File: src/rtl/ramn_pkg.sv
// shared types, codes and defaults of the mutual exclusion node
`default_nettype none

package ramn_pkg;

    // defaults for the top level parameters
    localparam int MAX_NODES_DEF = 16;
    localparam int TIME_BITS_DEF = 16;
    localparam int Q_DEPTH_DEF   = 4;

    // fixed field widths
    localparam int ID_W    = 4;
    localparam int STAMP_W = 16;
    localparam int DMASK_W = 16;
    localparam int CFG_A_W = 4;

    // configuration register indexes
    localparam logic [CFG_A_W-1:0] CFG_NODE_ID    = 4'd0;
    localparam logic [CFG_A_W-1:0] CFG_NODE_COUNT = 4'd1;

    typedef enum logic [1:0] {
        FUNC_REQ = 2'd0,
        FUNC_REL = 2'd1,
        FUNC_MSG = 2'd2
    } t_func;

    typedef enum logic [1:0] {
        KIND_REQ  = 2'd0,
        KIND_REP  = 2'd1,
        KIND_DONE = 2'd2
    } t_kind;

    // classified operation handed from front to back
    typedef enum logic [2:0] {
        OP_LREQ  = 3'd0,
        OP_LREL  = 3'd1,
        OP_MREQ  = 3'd2,
        OP_MREP  = 3'd3,
        OP_MDONE = 3'd4
    } t_op;

    typedef enum logic [1:0] {
        ACT_REQUEST = 2'd0,
        ACT_REPLY   = 2'd1,
        ACT_GRANT   = 2'd2
    } t_action;

    typedef struct packed {
        t_op               op;
        logic [ID_W-1:0]   sid;
        logic [STAMP_W-1:0] stime;
    } t_item;

    typedef struct packed {
        t_action            action;
        logic [DMASK_W-1:0] dest_mask;
        logic [STAMP_W-1:0] stamp;
        logic               last;
    } t_res;

    // results handed from back to the output queue
    typedef struct packed {
        logic [1:0] n;
        t_res       r0;
        t_res       r1;
    } t_res_push;

endpackage

`default_nettype wire

File: src/rtl/ramn_queue.sv
// small register fifo with up to two writes and one read per cycle
`default_nettype none

module ramn_queue #(
    parameter int WIDTH = 8,
    parameter int DEPTH = 4
) (
    input  wire logic                       i_clk,
    input  wire logic                       i_rst_n,
    input  wire logic [1:0]                 i_push_n,
    input  wire logic [WIDTH-1:0]           i_wdata0,
    input  wire logic [WIDTH-1:0]           i_wdata1,
    input  wire logic                       i_pop,
    output      logic [WIDTH-1:0]           o_rdata,
    output      logic [$clog2(DEPTH+1)-1:0] o_count
);

    localparam int AW    = $clog2(DEPTH);
    localparam int CNT_W = $clog2(DEPTH+1);

    logic [WIDTH-1:0] r_mem [DEPTH];
    logic [AW-1:0]    r_wr, n_wr;
    logic [AW-1:0]    r_rd, n_rd;
    logic [CNT_W-1:0] r_count, n_count;
    logic [AW-1:0]    wr_next;

    assign wr_next = r_wr + AW'(1);

    always_comb begin
        n_wr    = r_wr + AW'(i_push_n);
        n_rd    = r_rd + AW'(i_pop);
        n_count = r_count + CNT_W'(i_push_n) - CNT_W'(i_pop);
    end

    always_ff @(posedge i_clk) begin
        if (!i_rst_n) begin
            r_wr    <= '0;
            r_rd    <= '0;
            r_count <= '0;
        end else begin
            r_wr    <= n_wr;
            r_rd    <= n_rd;
            r_count <= n_count;
        end
    end

    always_ff @(posedge i_clk) begin
        if (i_push_n != 2'd0) begin
            r_mem[r_wr] <= i_wdata0;
        end
        if (i_push_n == 2'd2) begin
            r_mem[wr_next] <= i_wdata1;
        end
    end

    assign o_rdata = r_mem[r_rd];
    assign o_count = r_count;

    a_count_bound: assert property (@(posedge i_clk) disable iff (!i_rst_n)
        r_count <= CNT_W'(DEPTH))
        else $error("queue fill beyond depth");

    a_no_underflow: assert property (@(posedge i_clk) disable iff (!i_rst_n)
        i_pop |-> r_count != '0)
        else $error("queue read while empty");

    a_no_overflow: assert property (@(posedge i_clk) disable iff (!i_rst_n)
        (i_push_n != 2'd0) |-> ({1'b0, r_count} + (CNT_W+1)'(i_push_n)) <= (CNT_W+1)'(DEPTH))
        else $error("queue written while full");

endmodule

`default_nettype wire

File: src/rtl/ramn_front.sv
// front end: accepts items and classifies them into operations
`default_nettype none

module ramn_front (
    input  wire logic                       i_valid,
    input  wire logic                       i_full,
    input  wire logic [1:0]                 i_func,
    input  wire logic [1:0]                 i_msg_kind,
    input  wire logic [ramn_pkg::ID_W-1:0]  i_sender_id,
    input  wire logic [ramn_pkg::STAMP_W-1:0] i_sender_time,
    input  wire logic [ramn_pkg::ID_W-1:0]  i_node_id,
    input  wire logic [ramn_pkg::ID_W-1:0]  i_node_count,
    output      logic                       o_push,
    output      ramn_pkg::t_item            o_item
);

    import ramn_pkg::*;

    logic keep;
    logic bad_sender;

    // request messages from no-one, ourselves or outside the group are dropped
    assign bad_sender = (i_sender_id == '0) || (i_sender_id == i_node_id)
                        || (i_sender_id > i_node_count);

    always_comb begin
        keep         = 1'b1;
        o_item.op    = OP_LREQ;
        o_item.sid   = i_sender_id;
        o_item.stime = i_sender_time;
        unique case (t_func'(i_func))
            FUNC_REQ: o_item.op = OP_LREQ;
            FUNC_REL: o_item.op = OP_LREL;
            FUNC_MSG: begin
                unique case (t_kind'(i_msg_kind))
                    KIND_REQ: begin
                        o_item.op = OP_MREQ;
                        keep      = !bad_sender;
                    end
                    KIND_REP:  o_item.op = OP_MREP;
                    KIND_DONE: o_item.op = OP_MDONE;
                    default:   keep = 1'b0;
                endcase
            end
            default: keep = 1'b0;
        endcase
    end

    assign o_push = i_valid && !i_full && keep;

endmodule

`default_nettype wire

File: src/rtl/ramn_back.sv
// back end: lamport clock, request state and result generation
`default_nettype none

module ramn_back #(
    parameter int MAX_NODES = ramn_pkg::MAX_NODES_DEF,
    parameter int TIME_BITS = ramn_pkg::TIME_BITS_DEF
) (
    input  wire logic                      i_clk,
    input  wire logic                      i_rst_n,
    input  wire logic                      i_item_valid,
    input  wire ramn_pkg::t_item           i_item,
    input  wire logic                      i_room,
    input  wire logic [ramn_pkg::ID_W-1:0] i_node_id,
    input  wire logic [ramn_pkg::ID_W-1:0] i_node_count,
    output      logic                      o_pop,
    output      ramn_pkg::t_res_push       o_push
);

    import ramn_pkg::*;

    localparam int CW     = (TIME_BITS > STAMP_W) ? TIME_BITS : STAMP_W;
    localparam int MASK_W = (MAX_NODES < DMASK_W) ? MAX_NODES : DMASK_W;

    logic [TIME_BITS-1:0] r_clk, n_clk;
    logic [TIME_BITS-1:0] r_own, n_own;
    logic                 r_req, n_req;
    logic [3:0]           r_rc, n_rc;
    logic [3:0]           r_fp, n_fp;
    logic [MASK_W-1:0]    r_dmask, n_dmask;

    logic [3:0]           need;
    logic [4:0]           sum_now;
    logic                 granted;
    logic [CW-1:0]        st_w, tmax_w, st_sat, own_w;
    logic [TIME_BITS-1:0] st_t, mx, c_msg, c_msg2, c_loc;
    logic                 defer;
    logic [3:0]           rc_inc, fp_inc;
    logic                 g_lreq, g_rep, g_done;
    logic [MASK_W-1:0]    peers, sid_bit;
    logic                 exec;

    function automatic logic [TIME_BITS-1:0] sat_inc(input logic [TIME_BITS-1:0] v);
        sat_inc = (v == '1) ? v : v + TIME_BITS'(1);
    endfunction

    function automatic logic [STAMP_W-1:0] to_stamp(input logic [TIME_BITS-1:0] v);
        logic [CW-1:0] w;
        w        = CW'(v);
        to_stamp = w[STAMP_W-1:0];
    endfunction

    always_comb begin
        need    = (i_node_count == '0) ? 4'd0 : i_node_count - 4'd1;
        sum_now = {1'b0, r_rc} + {1'b0, r_fp};
        granted = r_req && (sum_now >= {1'b0, need});

        // merge with the sender stamp, saturating it into our clock range
        st_w   = CW'(i_item.stime);
        tmax_w = CW'({TIME_BITS{1'b1}});
        st_sat = (st_w > tmax_w) ? tmax_w : st_w;
        st_t   = st_sat[TIME_BITS-1:0];
        mx     = (r_clk > st_t) ? r_clk : st_t;
        c_msg  = sat_inc(mx);
        c_msg2 = sat_inc(c_msg);
        c_loc  = sat_inc(r_clk);

        own_w = CW'(r_own);
        defer = r_req && (granted || (own_w < st_w)
                          || ((own_w == st_w) && (i_node_id < i_item.sid)));

        rc_inc = (r_rc == 4'hF) ? r_rc : r_rc + 4'd1;
        fp_inc = (r_fp == 4'hF) ? r_fp : r_fp + 4'd1;
        g_lreq = {1'b0, r_fp} >= {1'b0, need};
        g_rep  = ({1'b0, rc_inc} + {1'b0, r_fp}) >= {1'b0, need};
        g_done = r_req && (({1'b0, r_rc} + {1'b0, fp_inc}) >= {1'b0, need});

        for (int i = 0; i < MASK_W; i++) begin
            peers[i]   = (i != 0) && (4'(i) <= i_node_count) && (4'(i) != i_node_id);
            sid_bit[i] = (i_item.sid == 4'(i));
        end
    end

    assign exec  = i_item_valid && i_room;
    assign o_pop = exec;

    always_comb begin
        n_clk   = r_clk;
        n_own   = r_own;
        n_req   = r_req;
        n_rc    = r_rc;
        n_fp    = r_fp;
        n_dmask = r_dmask;
        o_push  = '0;
        if (exec) begin
            unique case (i_item.op)
                OP_LREQ: begin
                    if (!r_req) begin
                        n_clk = c_loc;
                        n_own = c_loc;
                        n_req = 1'b1;
                        n_rc  = '0;
                        o_push.r0.action    = ACT_REQUEST;
                        o_push.r0.dest_mask = DMASK_W'(peers);
                        o_push.r0.stamp     = to_stamp(c_loc);
                        o_push.r0.last      = !g_lreq;
                        o_push.r1.action    = ACT_GRANT;
                        o_push.r1.dest_mask = '0;
                        o_push.r1.stamp     = to_stamp(c_loc);
                        o_push.r1.last      = 1'b1;
                        o_push.n            = g_lreq ? 2'd2 : 2'd1;
                    end
                end
                OP_LREL: begin
                    if (granted) begin
                        n_clk   = c_loc;
                        n_req   = 1'b0;
                        n_rc    = '0;
                        n_dmask = '0;
                        o_push.r0.action    = ACT_REPLY;
                        o_push.r0.dest_mask = DMASK_W'(r_dmask);
                        o_push.r0.stamp     = to_stamp(c_loc);
                        o_push.r0.last      = 1'b1;
                        o_push.n            = 2'd1;
                    end
                end
                OP_MREQ: begin
                    if (defer) begin
                        n_clk   = c_msg;
                        n_dmask = r_dmask | sid_bit;
                    end else begin
                        n_clk = c_msg2;
                        o_push.r0.action    = ACT_REPLY;
                        o_push.r0.dest_mask = DMASK_W'(sid_bit);
                        o_push.r0.stamp     = to_stamp(c_msg2);
                        o_push.r0.last      = 1'b1;
                        o_push.n            = 2'd1;
                    end
                end
                OP_MREP: begin
                    n_clk = c_msg;
                    if (r_req && !granted) begin
                        n_rc = rc_inc;
                        if (g_rep) begin
                            o_push.r0.action    = ACT_GRANT;
                            o_push.r0.dest_mask = '0;
                            o_push.r0.stamp     = to_stamp(c_msg);
                            o_push.r0.last      = 1'b1;
                            o_push.n            = 2'd1;
                        end
                    end
                end
                OP_MDONE: begin
                    n_clk = c_msg;
                    n_fp  = fp_inc;
                    if (!granted && g_done) begin
                        o_push.r0.action    = ACT_GRANT;
                        o_push.r0.dest_mask = '0;
                        o_push.r0.stamp     = to_stamp(c_msg);
                        o_push.r0.last      = 1'b1;
                        o_push.n            = 2'd1;
                    end
                end
                default: ;
            endcase
        end
    end

    always_ff @(posedge i_clk) begin
        if (!i_rst_n) begin
            r_clk   <= '0;
            r_own   <= '0;
            r_req   <= 1'b0;
            r_rc    <= '0;
            r_fp    <= '0;
            r_dmask <= '0;
        end else begin
            r_clk   <= n_clk;
            r_own   <= n_own;
            r_req   <= n_req;
            r_rc    <= n_rc;
            r_fp    <= n_fp;
            r_dmask <= n_dmask;
        end
    end

    a_clock_monotonic: assert property (@(posedge i_clk) disable iff (!i_rst_n)
        $past(i_rst_n) |-> r_clk >= $past(r_clk))
        else $error("lamport clock went backwards");

    a_grant_while_req: assert property (@(posedge i_clk) disable iff (!i_rst_n)
        (o_push.n != 2'd0) && (o_push.r0.action == ACT_GRANT) |=> r_req)
        else $error("grant without a pending request");

    a_release_clears: assert property (@(posedge i_clk) disable iff (!i_rst_n)
        exec && (i_item.op == OP_LREL) && granted |=> (r_dmask == '0) && !r_req)
        else $error("release left deferred peers or request state");

endmodule

`default_nettype wire

File: src/rtl/ricart_agrawala_mutex_node_unit.sv
// top level of one ricart-agrawala mutual exclusion node with lamport clock
//
//  channel  | handshake              | payload
//  ---------+------------------------+---------------------------------------------
//  in       | i_valid / o_stall      | i_func, i_msg_kind, i_sender_id, i_sender_time
//  out      | o_valid / i_stall      | o_action, o_dest_mask, o_stamp, o_last
//  cfg      | i_cfg_valid / o_cfg_ready | i_cfg_index, i_cfg_data
//
// one item per cycle is taken while the input queue has room; items go via the input queue
// and back end to the output queue, which gives one result per cycle while not stalled
// reset is synchronous and active low; it clears clock, request state and both queues
// o_stall rises only when the input queue is full; the back end waits while the output
// queue has fewer than two free places, so a stalled output backs up into the input
`default_nettype none

module ricart_agrawala_mutex_node_unit #(
    parameter int MAX_NODES = ramn_pkg::MAX_NODES_DEF,
    parameter int TIME_BITS = ramn_pkg::TIME_BITS_DEF,
    parameter int Q_DEPTH   = ramn_pkg::Q_DEPTH_DEF
) (
    input  wire logic                          i_clk,
    input  wire logic                          i_rst_n,
    // input channel
    input  wire logic                          i_valid,
    output      logic                          o_stall,
    input  wire logic [1:0]                    i_func,
    input  wire logic [1:0]                    i_msg_kind,
    input  wire logic [ramn_pkg::ID_W-1:0]     i_sender_id,
    input  wire logic [ramn_pkg::STAMP_W-1:0]  i_sender_time,
    // output channel
    output      logic                          o_valid,
    input  wire logic                          i_stall,
    output      logic [1:0]                    o_action,
    output      logic [ramn_pkg::DMASK_W-1:0]  o_dest_mask,
    output      logic [ramn_pkg::STAMP_W-1:0]  o_stamp,
    output      logic                          o_last,
    // configuration channel
    input  wire logic                          i_cfg_valid,
    output      logic                          o_cfg_ready,
    input  wire logic [ramn_pkg::CFG_A_W-1:0]  i_cfg_index,
    input  wire logic [ramn_pkg::ID_W-1:0]     i_cfg_data
);

    import ramn_pkg::*;

    localparam int CNT_W  = $clog2(Q_DEPTH+1);
    localparam int ITEM_W = $bits(t_item);
    localparam int RES_W  = $bits(t_res);

    // configuration registers
    logic [ID_W-1:0] r_node_id;
    logic [ID_W-1:0] r_node_count;

    // front to queue
    logic             f_push;
    t_item            f_item;
    logic [CNT_W-1:0] iq_count;
    logic [ITEM_W-1:0] iq_rdata;

    // back end
    logic             b_pop;
    t_res_push        b_push;
    logic             out_room;

    // output queue
    logic [CNT_W-1:0] oq_count;
    logic [RES_W-1:0] oq_rdata;
    t_res             oq_head;
    logic             out_take;

    // configuration is always taken
    assign o_cfg_ready = 1'b1;

    always_ff @(posedge i_clk) begin
        if (!i_rst_n) begin
            r_node_id    <= 4'd1;
            r_node_count <= 4'd2;
        end else if (i_cfg_valid) begin
            unique case (i_cfg_index)
                CFG_NODE_ID:    r_node_id    <= i_cfg_data;
                CFG_NODE_COUNT: r_node_count <= i_cfg_data;
                default: ;
            endcase
        end
    end

    // input side stalls only on a full queue
    assign o_stall = (iq_count == CNT_W'(Q_DEPTH));

    ramn_front u_front (
        .i_valid       (i_valid),
        .i_full        (o_stall),
        .i_func        (i_func),
        .i_msg_kind    (i_msg_kind),
        .i_sender_id   (i_sender_id),
        .i_sender_time (i_sender_time),
        .i_node_id     (r_node_id),
        .i_node_count  (r_node_count),
        .o_push        (f_push),
        .o_item        (f_item)
    );

    // classified items waiting for the back end
    ramn_queue #(
        .WIDTH (ITEM_W),
        .DEPTH (Q_DEPTH)
    ) u_in_q (
        .i_clk    (i_clk),
        .i_rst_n  (i_rst_n),
        .i_push_n ({1'b0, f_push}),
        .i_wdata0 (f_item),
        .i_wdata1 ('0),
        .i_pop    (b_pop),
        .o_rdata  (iq_rdata),
        .o_count  (iq_count)
    );

    // an item may make two results, so the back end needs two free places
    assign out_room = (oq_count <= CNT_W'(Q_DEPTH - 2));

    ramn_back #(
        .MAX_NODES (MAX_NODES),
        .TIME_BITS (TIME_BITS)
    ) u_back (
        .i_clk        (i_clk),
        .i_rst_n      (i_rst_n),
        .i_item_valid (iq_count != '0),
        .i_item       (t_item'(iq_rdata)),
        .i_room       (out_room),
        .i_node_id    (r_node_id),
        .i_node_count (r_node_count),
        .o_pop        (b_pop),
        .o_push       (b_push)
    );

    assign out_take = o_valid && !i_stall;

    // result skid queue, keeps the head steady while the output stalls
    ramn_queue #(
        .WIDTH (RES_W),
        .DEPTH (Q_DEPTH)
    ) u_out_q (
        .i_clk    (i_clk),
        .i_rst_n  (i_rst_n),
        .i_push_n (b_push.n),
        .i_wdata0 (b_push.r0),
        .i_wdata1 (b_push.r1),
        .i_pop    (out_take),
        .o_rdata  (oq_rdata),
        .o_count  (oq_count)
    );

    assign oq_head     = t_res'(oq_rdata);
    assign o_valid     = (oq_count != '0);
    assign o_action    = oq_head.action;
    assign o_dest_mask = oq_head.dest_mask;
    assign o_stamp     = oq_head.stamp;
    assign o_last      = oq_head.last;

endmodule

`default_nettype wire

File: config.mk
export PLATFORM = sky130hd
export DESIGN_NAME = ricart_agrawala_mutex_node_unit
export DESIGN_NICKNAME = d
export VERILOG_FILES = /design/src/rtl/ramn_pkg.sv /design/src/rtl/ramn_queue.sv /design/src/rtl/ramn_front.sv /design/src/rtl/ramn_back.sv /design/src/rtl/ricart_agrawala_mutex_node_unit.sv
export SDC_FILE = /design/constraint.sdc
export NUM_CORES = 1
export LEC_CHECK = 0
export BUFFER_PORTS_ARGS = -buffer_cell sky130_fd_sc_hd__clkbuf_2
export CAP_MARGIN = 20
export CORE_UTILIZATION = 50
export CTS_BUF_LIST = sky130_fd_sc_hd__clkbuf_2 sky130_fd_sc_hd__clkbuf_4 sky130_fd_sc_hd__clkbuf_8
export CTS_CLUSTER_DIAMETER = 80
export CTS_CLUSTER_SIZE = 10
export DETAILED_ROUTE_END_ITERATION = 8
export PLACE_DENSITY = 0.67
export SYNTH_ARGS = -nofsm -noshare
export SYNTH_HDL_FRONTEND = slang
export SYNTH_HIERARCHICAL = 1
export SYNTH_SLANG_ARGS = --single-unit
File: constraint.sdc
create_clock -name i_clk -period 11.24 [get_ports i_clk]
set_clock_uncertainty 0.15 [all_clocks]
set_input_delay 2.81 -clock i_clk [delete_from_list [all_inputs] [get_ports i_clk]]
set_output_delay 2.81 -clock i_clk [all_outputs]
set_load 0.005 [all_outputs]
==> summary.txt <==
Outcome
  – Status: finished with violations
  – Violations in the final reports: slew limit

Logic synthesis
  – Most used flip-flop cell after synthesis: edfxtp_1
  – Share of flip-flops with an asynchronous set or reset: 0%
  – Largest area contributor in the synthesized netlist: edfxtp_1
  – Simple-gate portion of the synthesized area: about 12%
  – Post-Syn Instances: ~1,800
  – Portion of the post-synthesis area used by sequential elements: 41.8%
  – Cells taking the most area after synthesis: edfxtp_1, mux2_2, dfxtp_1
  – Mux contribution to synthesized area: 20.8%
  – Compound-Gate Fraction of Synth Area: 11.2%
  – Yosys top cell area share: 34.0%
  – Adder-cell area share of the yosys netlist: 5.99%
  – Largest family of logic cells by synthesized area: multiplexers
  – Synthesized flop and latch total: 311
  – Synthesis Warnings: 6
  – Synthesized area divided by synthesized cell count: 11.2 sq um
  – Netlist area before placement: ~0.020 sq mm
  – Number of flops mapped to enable cells by yosys: roughly 230
  – Most frequent cells after synthesis: edfxtp_1, mux2_2, nor2_1
  – Post-synthesis share of cell area spent on xor and xnor gates: 2.45%
  – Most common cell in the synthesized netlist: edfxtp_1
  – Distinct cell type count after synthesis: 91

Die
  – Core box area: 0.0401 sq mm
  – Die Footprint: ~0.042 sq mm
  – Overall die width: ~200 microns
  – Initial Util: roughly 51%
  – Std cell rows: 73
  – # IOs: 75
  – Chip Height: roughly 200 microns

CTS
  – Clk slew on worst S/H paths: roughly 0.07 ns
  – CTS Buf Count: 38
  – Root buffer cell: clkbuf_8
  – H-tree depth: 2
  – Longest Clk Path Bufs: 3
  – Hold-fix buffers, CTS: 0
  – Clock Latency Late Sink: roughly 0.63 ns
  – Post CTS Setup Buffer Count: 0
  – Clock Sink Count: approximately 310
  – Number of resized instances in the post-cts repair step: 0
  – CTS tree: built

Timing
  – Final count of hold timing violations: 0
  – Achievable clock frequency: approximately 0.11 GHz
  – Min Clock Period, post-route: 9.01 ns
  – Setup-violating endpoint count in the final report: 0
  – Fraction of the cycle the final worst path needs: roughly four fifths
  – Slew margin rel.: -248%
  – Transition time at the pin with the least slew margin: 5.16 ns
  – Final Slew Violations: 73
  – Setup repair after global routing missed its margin: false
  – Post-route setup TNS: 0 ns

Drt
  – Routed via count: between 10,000 and 15,000
  – Total Wirelength: roughly 55,000 microns
  – Post-DR wirelength/cell: between 20 and 25 microns
  – Post-detailed-route DRC marker count: 0
  – DRT antenna net count: 0
  – Count of TritonRoute iterations in the first routing pass: 5
  – Vias per cell: about 6.0
  – DRC violation total after the first TritonRoute iteration: 1,008

Critical path
  – Endpoint class of the critical path: flip-flop
  – Most common cell type on the critical path: ha_1
  – Highest cell delay on the worst timing path: ~0.88 ns
  – Crit-path max FO: 13
  – CP max-delay cell: dfxtp_1
  – Required @ worst endpoint: roughly 11 ns
  – Top cell family by delay on the critical path: simple AND/OR/NAND/NOR gates
  – Category of the worst setup path launch point: flip-flop
  – Buffers plus inverters on the worst setup path: 3
  – Data arrival time of the critical path: around 9.2 ns
  – Critical setup path kind: reg2reg

Flow run
  – Max cap viols: 0

GRT
  – Vias in the first global route: 14,541
  – Initial antenna violation count: 1
  – Leftover overflow at the end of global routing: 0
  – Combined global-route utilization of all metal layers: between 20% and 30%
  – Wire length of the first global-routing pass: ~84,000 microns
  – Maximum number of pins on one net before global-route repair: 44

Layout
  – Layout cells sized above 1: roughly 25%
  – Final cell count without fillers: between 2,000 and 2,500
  – Diodes inserted: 0
  – Seq. cell area: around 0.0086 sq mm
  – Number of fill cells in the layout: approximately 3,500
  – Utilization of the core after routing: a little under three fifths
  – Combined area of the multi-input logic cells: 0.0113 sq mm
  – Synthesis-to-finish area growth: 7.97%
  – Nets: 2,063

Place
  – Number of I/O port buffers: 73
  – Number of cells after detailed placement: between 2,000 and 2,500
  – Weighted congestion at the end of routability-driven global placement: between 0.9 and 1
  – DP HPWL: between 30,000 and 40,000 microns

Power and ir drop
  – Leakage power total: ~8.5 nW
  – Total power density per cell area: 206 mW/mm^2
  – Maximum VDD drop: between 100 and 150 uV
  – Overall Power: about 0.0046 W

Hold path
  – Hold/Removal Path Class: reg2reg
[final cells by class]
type,count,area share [%]
Inverter,68,1.16
Sequential cell,311,38.7
Tap cell,525,2.97
Clock inverter,6,0.243
Clock buffer,62,3.18
Timing Repair Buffer,102,2.65
Multi-Input combinational cell,1410,51.1
[per-stage QoR]
| step | setup WS (ns) | cell area, sq um | hold WS [ns] |
|---|---|---|---|
| finish | 2.24 | 22100 | 0.310 |
| global route | 1.64 | 22100 | 0.336 |
| CTS | 2.40 | 22100 | 0.317 |
| detailed placement | 2.40 | 21300 | 0.305 |
| global placement | 2.53 | 21300 | 0.297 |
| floorplan | 3.48 | 20900 | 0.290 |
[worst reg2reg max path, stage by stage (launching register included)]
cell and delay (ns):
dfxtp_1 0.88, buf_4 0.40, mux4_2 0.59, inv_1 0.13, ha_1 0.16, nand4_1 0.11, or4_1 0.55, a21o_4 0.27
and3_1 0.25, nor2_1 0.72, nand2_1 0.10, o21ai_0 0.14, ha_1 0.40, and2_1 0.26, nand2_1 0.12, or3_1 0.36
o22a_1 0.24, o211a_1 0.34, xnor2_1 0.43, ha_1 0.28, inv_1 0.07, a211oi_1 0.49, nand4_1 0.18, or4_1 0.55
a32o_1 0.33, mux2_2 0.28
[cells in the final DEF, fill, tap and decap left out, types with 25 or more instances in the layout]
cell / netlist / layout
clkbuf_8: 0 / 38
nand3_1: 50 / 50
a21oi_1: 103 / 103
xnor2_1: 25 / 25
nor3_1: 41 / 40
conb_1: 3 / 111
mux4_2: 58 / 58
dfxtp_1: 79 / 77
ha_1: 90 / 90
nand2_1: 92 / 92
mux2_2: 204 / 204
edfxtp_1: 232 / 232
nor2_1: 145 / 142
buf_4: 50 / 28
nor2b_1: 26 / 25
o21ai_0: 54 / 53
inv_1: 67 / 67
clkbuf_2: 1 / 73
[logic make-up (layout without fill, tap and decap cells)]
| family | Yosys count | count (layout) |
|---|---|---|
| AO/OA/AOI/OAI | 350 | 350 |
| XOR/XNOR | 50 | 50 |
| adder cells (fa/ha/maj) | 95 | 95 |
| buffers and inverters | 210 | 238 |
| flip-flops | 311 | 311 |
| multiplexers | 315 | 315 |
| other | 3 | 111 |
| AND/OR/NAND/NOR | 489 | 489 |
[report_power, final]
group,internal (W),leakage [nW],switching (W)
clock,0.000403,0.413,0.000432
sequential,0.00144,2.85,0.000152
combinational,0.000813,5.21,0.00131
[layer usage]
metal  up-vias  global-route usage (%)  wire length, microns
met2       502                    43.0                 25600
met1      7280                    36.3                 24600
met4         2                    7.81                  1190
met3        92                    4.23                  3280
met5         -                       0                     9
li1       6988                       -                     -
[state kept, by name, summed over array words and instances (netlist names)]
signal           count
r_node_count         4
r_node_id            4
u_back/own_w        16
u_back/r_clk        16
u_back/r_dmask      16
u_back/r_fp          4
u_back/r_rc          4
u_back/r_req         1
u_in_q/o_count       3
u_in_q/r_mem        92
u_in_q/r_rd          2
u_in_q/r_wr          2
u_out_q/o_count      3
u_out_q/r_mem      140
u_out_q/r_rd         2
u_out_q/r_wr         2
[path summary, 6_finish.rpt]
| path | startpoint | to | slack, ns | depth (start not counted) |
|---|---|---|---|---|
| max | u_in_q/r_rd[0]$_SDFF_PN0_ | u_out_q/r_mem[1][15]$_DFFE_PP_ | 2.24 | 25 |
| min reg2reg | u_back/own_w[13]$_SDFFE_PN0P_ | u_back/own_w[13]$_SDFFE_PN0P_ | 0.31 | 2 |
| max reg2reg | u_in_q/r_rd[0]$_SDFF_PN0_ | u_out_q/r_mem[1][15]$_DFFE_PP_ | 2.24 | 25 |
| min | u_back/own_w[13]$_SDFFE_PN0P_ | u_back/own_w[13]$_SDFFE_PN0P_ | 0.31 | 2 |
(Power assumes the default switching activity.)
